==> config.mk <==
export PLATFORM = sky130hd
export DESIGN_NAME = fifo_with_delete_by_value_unit
export DESIGN_NICKNAME = d
export VERILOG_FILES = /design/src/rtl/fwd_pkg.sv /design/src/rtl/fwd_cell.sv /design/src/rtl/fifo_with_delete_by_value_unit.sv
export SDC_FILE = /design/constraint.sdc
export NUM_CORES = 1
export LEC_CHECK = 0
export BUFFER_PORTS_ARGS = -buffer_cell sky130_fd_sc_hd__buf_2
export CAP_MARGIN = 10
export CORE_AREA = 5 5 312 192
export CTS_BUF_LIST = sky130_fd_sc_hd__clkbuf_4
export DETAILED_ROUTE_END_ITERATION = 10
export DIE_AREA = 0 0 317 197
export PLACE_DENSITY_LB_ADDON = 0.05
export RECOVER_POWER = 100
export SLEW_MARGIN = 20
export SYNTH_ARGS = -nofsm -noshare
export SYNTH_HDL_FRONTEND = slang
export SYNTH_SLANG_ARGS = --single-unit
==> constraint.sdc <==
create_clock -name i_clk -period 4.08 [get_ports i_clk]
set_clock_uncertainty 0.15 [all_clocks]
set_input_delay 0.816 -clock i_clk [delete_from_list [all_inputs] [get_ports i_clk]]
set_output_delay 0.816 -clock i_clk [all_outputs]
set_load 0.05 [all_outputs]
==> src/rtl/fwd_pkg.sv <==
package fwd_pkg;

    // Width of one stored handle.
    localparam int DATA_W = 32;

    // Operation codes carried on the mode field.
    localparam logic [1:0] MODE_ENQ = 2'd0;
    localparam logic [1:0] MODE_DEQ = 2'd1;
    localparam logic [1:0] MODE_DEL = 2'd2;

    // Result status codes.
    localparam logic [1:0] ST_OK    = 2'd0;
    localparam logic [1:0] ST_ZERO  = 2'd1;
    localparam logic [1:0] ST_EMPTY = 2'd2;
    localparam logic [1:0] ST_FULL  = 2'd3;

    // Controller states: waiting for a word, or executing the captured one.
    typedef enum logic {
        S_IDLE,
        S_EXEC
    } t_state;

    // Per-cell control from the controller.
    typedef struct packed {
        logic capture;   // compare the stored handle with the incoming key
        logic occupied;  // this slot lies below the current length
        logic load;      // store the new handle (enqueue at the tail)
        logic shift;     // take the neighbor's handle (close a gap)
    } t_cell_ctl;

endpackage

==> src/rtl/fwd_cell.sv <==
module fwd_cell
    import fwd_pkg::*;
(
    input  logic              i_clk,
    input  t_cell_ctl         i_ctl,
    input  logic [DATA_W-1:0] i_key,
    input  logic [DATA_W-1:0] i_load_data,
    input  logic [DATA_W-1:0] i_next_data,
    output logic [DATA_W-1:0] o_data,
    output logic              o_match
);

    logic [DATA_W-1:0] r_data;
    logic              r_match;

    // Stored handle: a new tail entry, or the neighbor's handle on a shift.
    always_ff @(posedge i_clk) begin
        if (i_ctl.load) begin
            r_data <= i_load_data;
        end else if (i_ctl.shift) begin
            r_data <= i_next_data;
        end
    end

    // Match flag is taken when a word is accepted and held for the execute step.
    always_ff @(posedge i_clk) begin
        if (i_ctl.capture) begin
            r_match <= i_ctl.occupied && (r_data == i_key);
        end
    end

    assign o_data  = r_data;
    assign o_match = r_match;

endmodule

==> src/rtl/fifo_with_delete_by_value_unit.sv <==
// Ordered queue of nonzero 32-bit handles with removal by value.
// Input channel (i_in_valid / o_in_ready) carries one word: i_mode selects
// enqueue, dequeue or delete of the first entry equal to i_item_value.
// Output channel (o_out_valid / i_out_ready) returns one word per input word:
// o_status, o_item_out (the removed head on a good dequeue, else zero) and
// o_length, the number of entries held afterwards.
// Storage is a row of DEPTH cells; each compares its handle with the key in
// parallel and, on removal, takes its neighbor's handle.
// On accept, the cells register their per-cell match flags; in the execute
// step the first match is resolved through a log2(DEPTH) prefix network, all
// cells update and the result is registered. A new word is accepted only
// once the execute step of the last word has finished.
// The result sits in an output register, so a new word is accepted while it
// waits. If the receiver stalls, the next word is held in the execute step
// until the output register frees up.
// Reset (synchronous, active low) empties the queue; no clearing pass runs.
module fifo_with_delete_by_value_unit
    import fwd_pkg::*;
#(
    parameter int DEPTH = 16
) (
    input  logic              i_clk,
    input  logic              i_rst_n,
    input  logic              i_in_valid,
    output logic              o_in_ready,
    input  logic [1:0]        i_mode,
    input  logic [DATA_W-1:0] i_item_value,
    output logic              o_out_valid,
    input  logic              i_out_ready,
    output logic [1:0]        o_status,
    output logic [DATA_W-1:0] o_item_out,
    output logic [4:0]        o_length
);

    localparam int CW   = $clog2(DEPTH + 1);
    localparam int LOGD = $clog2(DEPTH);

    t_state            r_state, n_state;
    logic [CW-1:0]     r_count, n_count;
    logic [1:0]        r_mode;
    logic [DATA_W-1:0] r_value;
    logic              r_out_valid, n_out_valid;
    logic [1:0]        r_status, n_status;
    logic [DATA_W-1:0] r_item_out, n_item_out;
    logic [4:0]        r_length, n_length;

    logic              in_acc;
    logic              go;
    logic              do_enq, do_deq, do_del;
    logic [DEPTH-1:0]  match_vec;
    logic [DEPTH-1:0]  prefix;
    logic [DATA_W-1:0] cell_data [DEPTH];
    t_cell_ctl         cell_ctl  [DEPTH];

    assign o_in_ready = (r_state == S_IDLE);
    assign in_acc     = i_in_valid && o_in_ready;
    assign go         = (r_state == S_EXEC) && (!r_out_valid || i_out_ready);

    // First-match mask: every cell at or beyond the first match shifts.
    always_comb begin
        prefix = match_vec;
        for (int k = 0; k < LOGD; k++) begin
            prefix = prefix | (prefix << (1 << k));
        end
    end

    // Row of storage cells.
    for (genvar g = 0; g < DEPTH; g++) begin : g_cell
        logic [DATA_W-1:0] next_data;

        if (g == DEPTH - 1) begin : g_last
            assign next_data = r_value;
        end else begin : g_mid
            assign next_data = cell_data[g+1];
        end

        assign cell_ctl[g].capture  = in_acc;
        assign cell_ctl[g].occupied = (r_count > CW'(g));
        assign cell_ctl[g].load     = do_enq && (r_count == CW'(g));
        assign cell_ctl[g].shift    = do_deq || (do_del && prefix[g]);

        fwd_cell u_cell (
            .i_clk       (i_clk),
            .i_ctl       (cell_ctl[g]),
            .i_key       (i_item_value),
            .i_load_data (r_value),
            .i_next_data (next_data),
            .o_data      (cell_data[g]),
            .o_match     (match_vec[g])
        );
    end

    // Captured operation.
    always_ff @(posedge i_clk) begin
        if (in_acc) begin
            r_mode  <= i_mode;
            r_value <= i_item_value;
        end
    end

    // Control and result registers.
    always_ff @(posedge i_clk) begin
        if (!i_rst_n) begin
            r_state     <= S_IDLE;
            r_count     <= '0;
            r_out_valid <= 1'b0;
        end else begin
            r_state     <= n_state;
            r_count     <= n_count;
            r_out_valid <= n_out_valid;
        end
    end

    always_ff @(posedge i_clk) begin
        r_status   <= n_status;
        r_item_out <= n_item_out;
        r_length   <= n_length;
    end

    // Next state, operation decode and result.
    always_comb begin
        n_state     = r_state;
        n_count     = r_count;
        n_out_valid = r_out_valid && !i_out_ready;
        n_status    = r_status;
        n_item_out  = r_item_out;
        n_length    = r_length;
        do_enq      = 1'b0;
        do_deq      = 1'b0;
        do_del      = 1'b0;

        unique case (r_state)
            S_IDLE: begin
                if (in_acc) begin
                    n_state = S_EXEC;
                end
            end
            S_EXEC: begin
                if (go) begin
                    n_state     = S_IDLE;
                    n_out_valid = 1'b1;
                    n_item_out  = '0;
                    n_status    = ST_EMPTY;
                    case (r_mode)
                        MODE_ENQ: begin
                            if (r_value == '0) begin
                                n_status = ST_ZERO;
                            end else if (r_count == CW'(DEPTH)) begin
                                n_status = ST_FULL;
                            end else begin
                                n_status = ST_OK;
                                do_enq   = 1'b1;
                                n_count  = r_count + CW'(1);
                            end
                        end
                        MODE_DEQ: begin
                            if (r_count != '0) begin
                                n_status   = ST_OK;
                                n_item_out = cell_data[0];
                                do_deq     = 1'b1;
                                n_count    = r_count - CW'(1);
                            end
                        end
                        MODE_DEL: begin
                            if (r_value == '0) begin
                                n_status = ST_ZERO;
                            end else if (prefix[DEPTH-1]) begin
                                n_status = ST_OK;
                                do_del   = 1'b1;
                                n_count  = r_count - CW'(1);
                            end
                        end
                        default: begin
                            n_status = ST_EMPTY;
                        end
                    endcase
                    n_length = 5'(n_count);
                end
            end
            default: begin
                n_state = S_IDLE;
            end
        endcase
    end

    assign o_out_valid = r_out_valid;
    assign o_status    = r_status;
    assign o_item_out  = r_item_out;
    assign o_length    = r_length;

    // The length never goes past the number of cells.
    a_count_bound: assert property (@(posedge i_clk) disable iff (!i_rst_n)
        r_count <= CW'(DEPTH))
        else $error("queue length exceeds the number of cells");

    // Accepting a word alone never changes the stored length.
    a_idle_count: assert property (@(posedge i_clk) disable iff (!i_rst_n)
        (r_state == S_IDLE) |=> (r_count == $past(r_count)))
        else $error("length changed outside the execute step");

    // A result with an error status never returns a handle.
    a_item_zero: assert property (@(posedge i_clk) disable iff (!i_rst_n)
        (r_out_valid && (r_status != ST_OK)) |-> (r_item_out == '0))
        else $error("handle returned with an error status");

    // A returned handle is never zero.
    a_item_nonzero: assert property (@(posedge i_clk) disable iff (!i_rst_n)
        (go && do_deq) |-> (cell_data[0] != '0))
        else $error("zero handle found at the queue head");

endmodule

== Word level (Yosys, flattened, before mapping) ==
Index checks and enable logic that the tools add are counted.

* Register bits after elaboration: 608
* Input port bits: 38
* Output and inout port bits: 41

* Order comparisons: 16
* Reduce and logical (&&, ||, !) cells: 92
* Add/subtract/negate cells: 2
* Eq/ne operators: 34
* Muxes and demuxes: 63
* Bitwise operators: 5

{| class="wikitable"
|+ Operator list
! operator !! count
|-
| $mux 32 || 32
|-
| $eq 32x32->1 || 16
|-
| $or 16x16->16 || 4
|-
| $logic_and 1x1->1 || 51
|-
| $eq 5x4->1 const B || 8
|-
| $gt 5x4->1 const B || 8
|-
| $logic_not 32->1 || 1
|-
| $reduce_bool 2->1 || 16
|-
| $mux 5 || 5
|-
| $eq 5x3->1 const B || 4
|-
| $gt 5x3->1 const B || 4
|-
| $mux 1 || 18
|-
| $logic_or 1x1->1 || 17
|-
| $pmux 5 s3 || 1
|-
| $eq 5x2->1 const B || 2
|-
| $gt 5x1->1 const B || 2
|-
| $gt 5x2->1 const B || 2
|-
| $mux 2 || 5
|-
| $pmux 2 s3 || 1
|-
| $add 5x1->5 const B || 1
|-
| $eq 5x1->1 const B || 1
|-
| $eq 5x5->1 const B || 1
|-
| $logic_not 5->1 || 1
|-
| $reduce_bool 5->1 || 1
|-
| other kinds (8) || 10
|}

== Logic depth before layout (Yosys ltp) ==
* Depth in word-level cells: 13
* Depth in mapped cells: 10

== Modules after synthesis ==
Synthesis repeated with hierarchy kept, for this count alone.

* Cell total of the unflattened synthesis: 2,161
* Area total of the unflattened synthesis: 31,545.3 sq um

{| class="wikitable"
|+ By module, submodules not included
! module !! seq. area each (sq um) !! instances !! cells each !! area an instance (sq um)
|-
| fwd_cell || 991.0 || 16 || 114 || 1,732.9
|-
| fifo_with_delete_by_value_unit || 2,332.2 || 1 || 337 || 3,818.7
|}

== Worst setup path before layout ==
No wires, ideal clock.

* Path kind: input to register
* Start point: input port i_out_ready
* End point: register g_cell[10].u_cell.r_data[0], enable pin
* Path slack: -0.328 ns
* Setup time: 0.395 ns
* Buffers on the path: 1
* Cell stages on the path: 6
* Arrival: 3.863 ns
* Cells stage by stage: nand2b_1 -> nand2_1 -> inv_1 -> clkbuf_1 -> nand2_1 -> nand3b_1

* Longest elaborated chain between the ends: 7

{| class="wikitable"
|+ Ends and longest elaborated chain
! item !! line !! RTL
|-
| from (decl) || fifo_with_delete_by_value_unit.sv:29 || <nowiki>input logic i_out_ready,</nowiki>
|-
| $logic_or 1x1->1 (*) || fifo_with_delete_by_value_unit.sv:57 || <nowiki>assign go = (r_state == S_EXEC) && (!r_out_valid || i_out_ready);</nowiki>
|-
| $logic_and 1x1->1 (*) || fifo_with_delete_by_value_unit.sv:57 ||
|-
| $mux 1 || fifo_with_delete_by_value_unit.sv:139 || <nowiki>if (go) begin</nowiki>
|-
| $mux 1 || fifo_with_delete_by_value_unit.sv:132 || <nowiki>unique case (r_state)</nowiki>
|-
| $logic_and 1x1->1 || fifo_with_delete_by_value_unit.sv:80 || <nowiki>assign cell_ctl[g].shift = do_deq || (do_del && prefix[g]);</nowiki>
|-
| $logic_or 1x1->1 || fifo_with_delete_by_value_unit.sv:80 ||
|-
| $reduce_bool 2->1 (no source line) (*) || - ||
|-
| to (signal assigned) || fwd_cell.sv:19 || <nowiki>r_data <= i_load_data;</nowiki>
|-
| to (signal assigned) || fwd_cell.sv:21 || <nowiki>r_data <= i_next_data;</nowiki>
|-
| to (decl) || fwd_cell.sv:13 || <nowiki>logic [DATA_W-1:0] r_data;</nowiki>
|}

Every way passes the cells marked *; elsewhere a longest branch is shown, timed or not.
A chain may end at the register's enable or synchronous reset.

== Final worst setup path ==
* Start point: input port i_item_value[9]
* End point: register g_cell[1].u_cell.r_match, data pin

* Longest elaborated chain between the ends: 2

{| class="wikitable"
|+ Ends and longest elaborated chain
! item !! line !! RTL
|-
| from (decl) || fifo_with_delete_by_value_unit.sv:27 || <nowiki>input logic [DATA_W-1:0] i_item_value,</nowiki>
|-
| $eq 32x32->1 || fwd_cell.sv:28 || <nowiki>r_match <= i_ctl.occupied && (r_data == i_key);</nowiki>
|-
| $logic_and 1x1->1 || fwd_cell.sv:28 ||
|-
| to (signal assigned) || fwd_cell.sv:28 ||
|-
| to (decl) || fwd_cell.sv:14 || <nowiki>logic r_match;</nowiki>
|}

Every way passes these cells.

==> run_results.csv <==
group,metric,value,unit
floorplan,ios,79,
floorplan,rows,68,
routing,drt_pre_antenna_iters,6,
yosys,yosysWarnings,0,
placed_design,gp_congestion,1.03,
timing,setup_tns,0,ns
worst_setup_path,start_kind,"primary input",
yosys,synth_edf_count,601,
grt,antenna_found_initial,15,
worst_setup_path,end_kind,"flip-flop",
finish,syn2layout_area_growth,6.57,%
grt,grt_pass1_wl,162000,microns
finish,drive_gt1_frac,0.220,
grt,grt_pass1_vias,20400,
timing,timing.final.crit_share,0.953,
worst_setup_path,cp_data_arrival_time,4.54,ns
clocking,cts-root-buf,"clkbuf_4",
yosys,synthesis.area,33000,sq um
timing,finalCriticalPeriod,3.89,ns
yosys,synth.yosys.seq_area_share,0.551,
floorplan,die_w,317,microns
placed_design,hpwlAfterDp,83900,microns
yosys,synth_area_per_cell,15.1,sq um
grt,grt-ovfl-total,0,
worst_setup_path,crit_chain,"clkbuf_1, clkbuf_1, xor2_1, nor4_1, nand4_1, nor4_1, and3_1",
clocking,numCtsBuffers,148,
worst_setup_path,rrSetupSlack,0.36,ns
clocking,cts_resized,0,
timing,timing.final.ws_setup,0.191,ns
routing,wl_per_cell,36.7,microns
worst_setup_path,startpoint,"i_item_value[9]",
power,ir_drop,0.276,mV
routing,first_iter_violations,3828,
yosys,yosys-top-cells-area,"edfxtp_1, mux2_4, xor2_1",
yosys,async_flop_share,0,
timing,max_freq,257,MHz
finish,final_nets,2434,
grt,track_usage,0.378,
clocking,cts_tree,"yes",
clocking,clk_pin_slew,0.07,ns
worst_setup_path,slowest_stage,"clkbuf_1",
clocking,cts_buffer_depth,3,
yosys,syn_inst,2178,
floorplan,die-area,62400,sq um
placed_design,post-place-ws,0.672,ns
status,outcome,"complete, but fails checks",
worst_setup_path,r2r-end,"g_cell[15].u_cell.o_data[0]",
floorplan,start_util,0.581,
floorplan,core_region_area,56700,sq um
timing,worst_pin_slew,2.54,ns
status,violations,"capacitance limit, slew limit",
routing,ant_nets,0,
timing,slew_headroom,-0.691,
timing,setup_viol,0,
placed_design,placed_area,34800,sq um
run,maxCapViolCount,36,
worst_hold_path,hp-class,"primary input to flip-flop",
timing,rsz0062_at_grt,"no",
floorplan,dieHeight,197,microns
clocking,clock_latency,0.96,ns
grt,grt_max_degree,46,
timing,hold_violations,0,
yosys,synth-seq-cells,608,
worst_setup_path,worst-path-max-fanout,16,
worst_setup_path,r2r_cells,7,
worst_setup_path,crit_path_end,"g_cell[1].u_cell.o_match",
yosys,yosysTopAreaCellShare,0.547,
yosys,synth_ff_type,"edfxtp_1",
worst_setup_path,crit_path_max_incr_delay,1.53,ns
clocking,h-tree-depth,4,
power,leakage,0.0116,uW
routing,remaining_drc_errors,0,
power,power_density,400,nW/um^2
routing,routed_via_density,6.57,
worst_setup_path,rr_startpoint,"g_cell[2].u_cell.o_match",
worst_setup_path,worstSetupPathType,"primary input to flip-flop",
clocking,cts.sinks,608,
routing,vias,21400,
yosys,synth_nets,2222,
yosys,ys_types,65,
yosys,synth_top_area_cell,"edfxtp_1",
placed_design,port_buffers,78,
worst_setup_path,critPathRequiredTime,4.73,ns
timing,slew_violations,572,
routing,wirelength,120000,microns
finish,utilization,0.619,
finish,design_area,35100,sq um
metal layers:
layer	routed length (microns)	up-vias	GRT usage
li1	-	8619	-
met3	23700	212	0.221
met2	41800	1843	0.440
met4	3080	2	0.0936
met5	138	-	0.0159
met1	50900	10700	0.584
repair_timing:
action / in CTS / in global routing
endpoints found under the hold margin: 4 / 0
hold buffers: 5 / 0
setup buffers: 0 / 0
worst min path at each step:
stage | startpoint | end | slack, ns | cells after the start
floorplan | r_state | r_state | 0.37 | 2
global placement | o_out_valid | o_out_valid | 0.35 | 2
detailed placement | o_out_valid | o_out_valid | 0.39 | 2
CTS | i_out_ready | o_out_valid | 0.03 | 3
global route | i_out_ready | o_out_valid | 0.04 | 3
finish | i_out_ready | o_out_valid | 0.08 | 3
state kept, by name (all words and copies together) (netlist names):
| register | cells |
|---|---|
| g_cell.u_cell.o_match | 16 |
| g_cell.next_data | 32 |
| o_length | 5 |
| r_count | 5 |
| o_item_out | 32 |
| r_state | 1 |
| o_out_valid | 1 |
| r_mode | 2 |
| o_status | 2 |
| g_cell.u_cell.o_data | 512 |
logic make-up after synthesis:
family                   share of synthesized area
AO/OA/AOI/OAI                               0.0154
XOR/XNOR                                     0.137
adder cells (fa/ha/maj)                    0.00228
buffers and inverters                       0.0365
flip-flops                                   0.551
multiplexers                                 0.197
AND/OR/NAND/NOR                             0.0607
per-stage QoR:
stage | hold WS [ns] | total power, uW | cells
finish | 0.0848 | 14100 | 3255
global route | 0.0356 | 14400 | 3255
CTS | 0.0293 | 14100 | 3250
detailed placement | 0.392 | 9250 | 3005
global placement | 0.348 | 9240 | 3005
floorplan | 0.368 | 8440 | 2178
critical path, delay by kind of cell:
family | cells | cell delay [ns]
XOR/XNOR | 1 | 0.15
buffers and inverters | 2 | 1.81
AND/OR/NAND/NOR | 4 | 1.74
cells in the mapped netlist, types with 10 or more instances:
| master | instances |
|---|---|
| nor3_1 | 18 |
| buf_2 | 14 |
| nor2_1 | 16 |
| and3_1 | 17 |
| nand2_1 | 13 |
| buf_6 | 23 |
| buf_1 | 10 |
| xnor2_1 | 223 |
| mux2_4 | 290 |
| o21ai_0 | 19 |
| clkbuf_1 | 102 |
| nor4_1 | 87 |
| edfxtp_1 | 601 |
| mux2_2 | 190 |
| xor2_1 | 292 |
| nand4_1 | 70 |
| and2_1 | 35 |
| nand3_1 | 10 |
| buf_12 | 18 |
cell usage in the layout, fill, tap and decap left out, drive strengths merged, types with 6 or more instances in the layout:
| cell | Yosys | final |
|---|---|---|
| nand2 | 13 | 13 |
| buf | 73 | 109 |
| mux2 | 480 | 480 |
| or4 | 7 | 7 |
| nand3b | 9 | 9 |
| nor2 | 17 | 17 |
| a221o | 6 | 6 |
| clkbuf | 102 | 330 |
| nand3 | 10 | 10 |
| and2 | 35 | 35 |
| a21oi | 9 | 9 |
| clkinv | 1 | 24 |
| xnor2 | 223 | 223 |
| nand4 | 72 | 72 |
| ha | 6 | 6 |
| dfxtp | 7 | 7 |
| nor3 | 18 | 18 |
| nor4 | 95 | 95 |
| and3 | 17 | 17 |
| xor2 | 292 | 292 |
| inv | 8 | 15 |
| edfxtp | 601 | 601 |
| o21ai | 20 | 20 |
layout make-up:
cell class / count / area, sq um
Fill cell: 4641 / 21600
Sequential cell: 608 / 18200
Multi-Input combinational cell: 1386 / 12600
Timing Repair Buffer: 237 / 1680
Clock buffer: 207 / 1550
Tap cell: 770 / 963
Clock inverter: 33 / 158
Inverter: 9 / 33.8
Antenna cell: 5 / 12.5
power by group:
group / internal (uW) / switching, uW / total, uW
sequential: 7160 / 218 / 7380
combinational: 502 / 1220 / 1720
clock: 2380 / 2580 / 4960
total: 10000 / 4020 / 14100
Note: power is estimated with default switching activity, not from simulation.
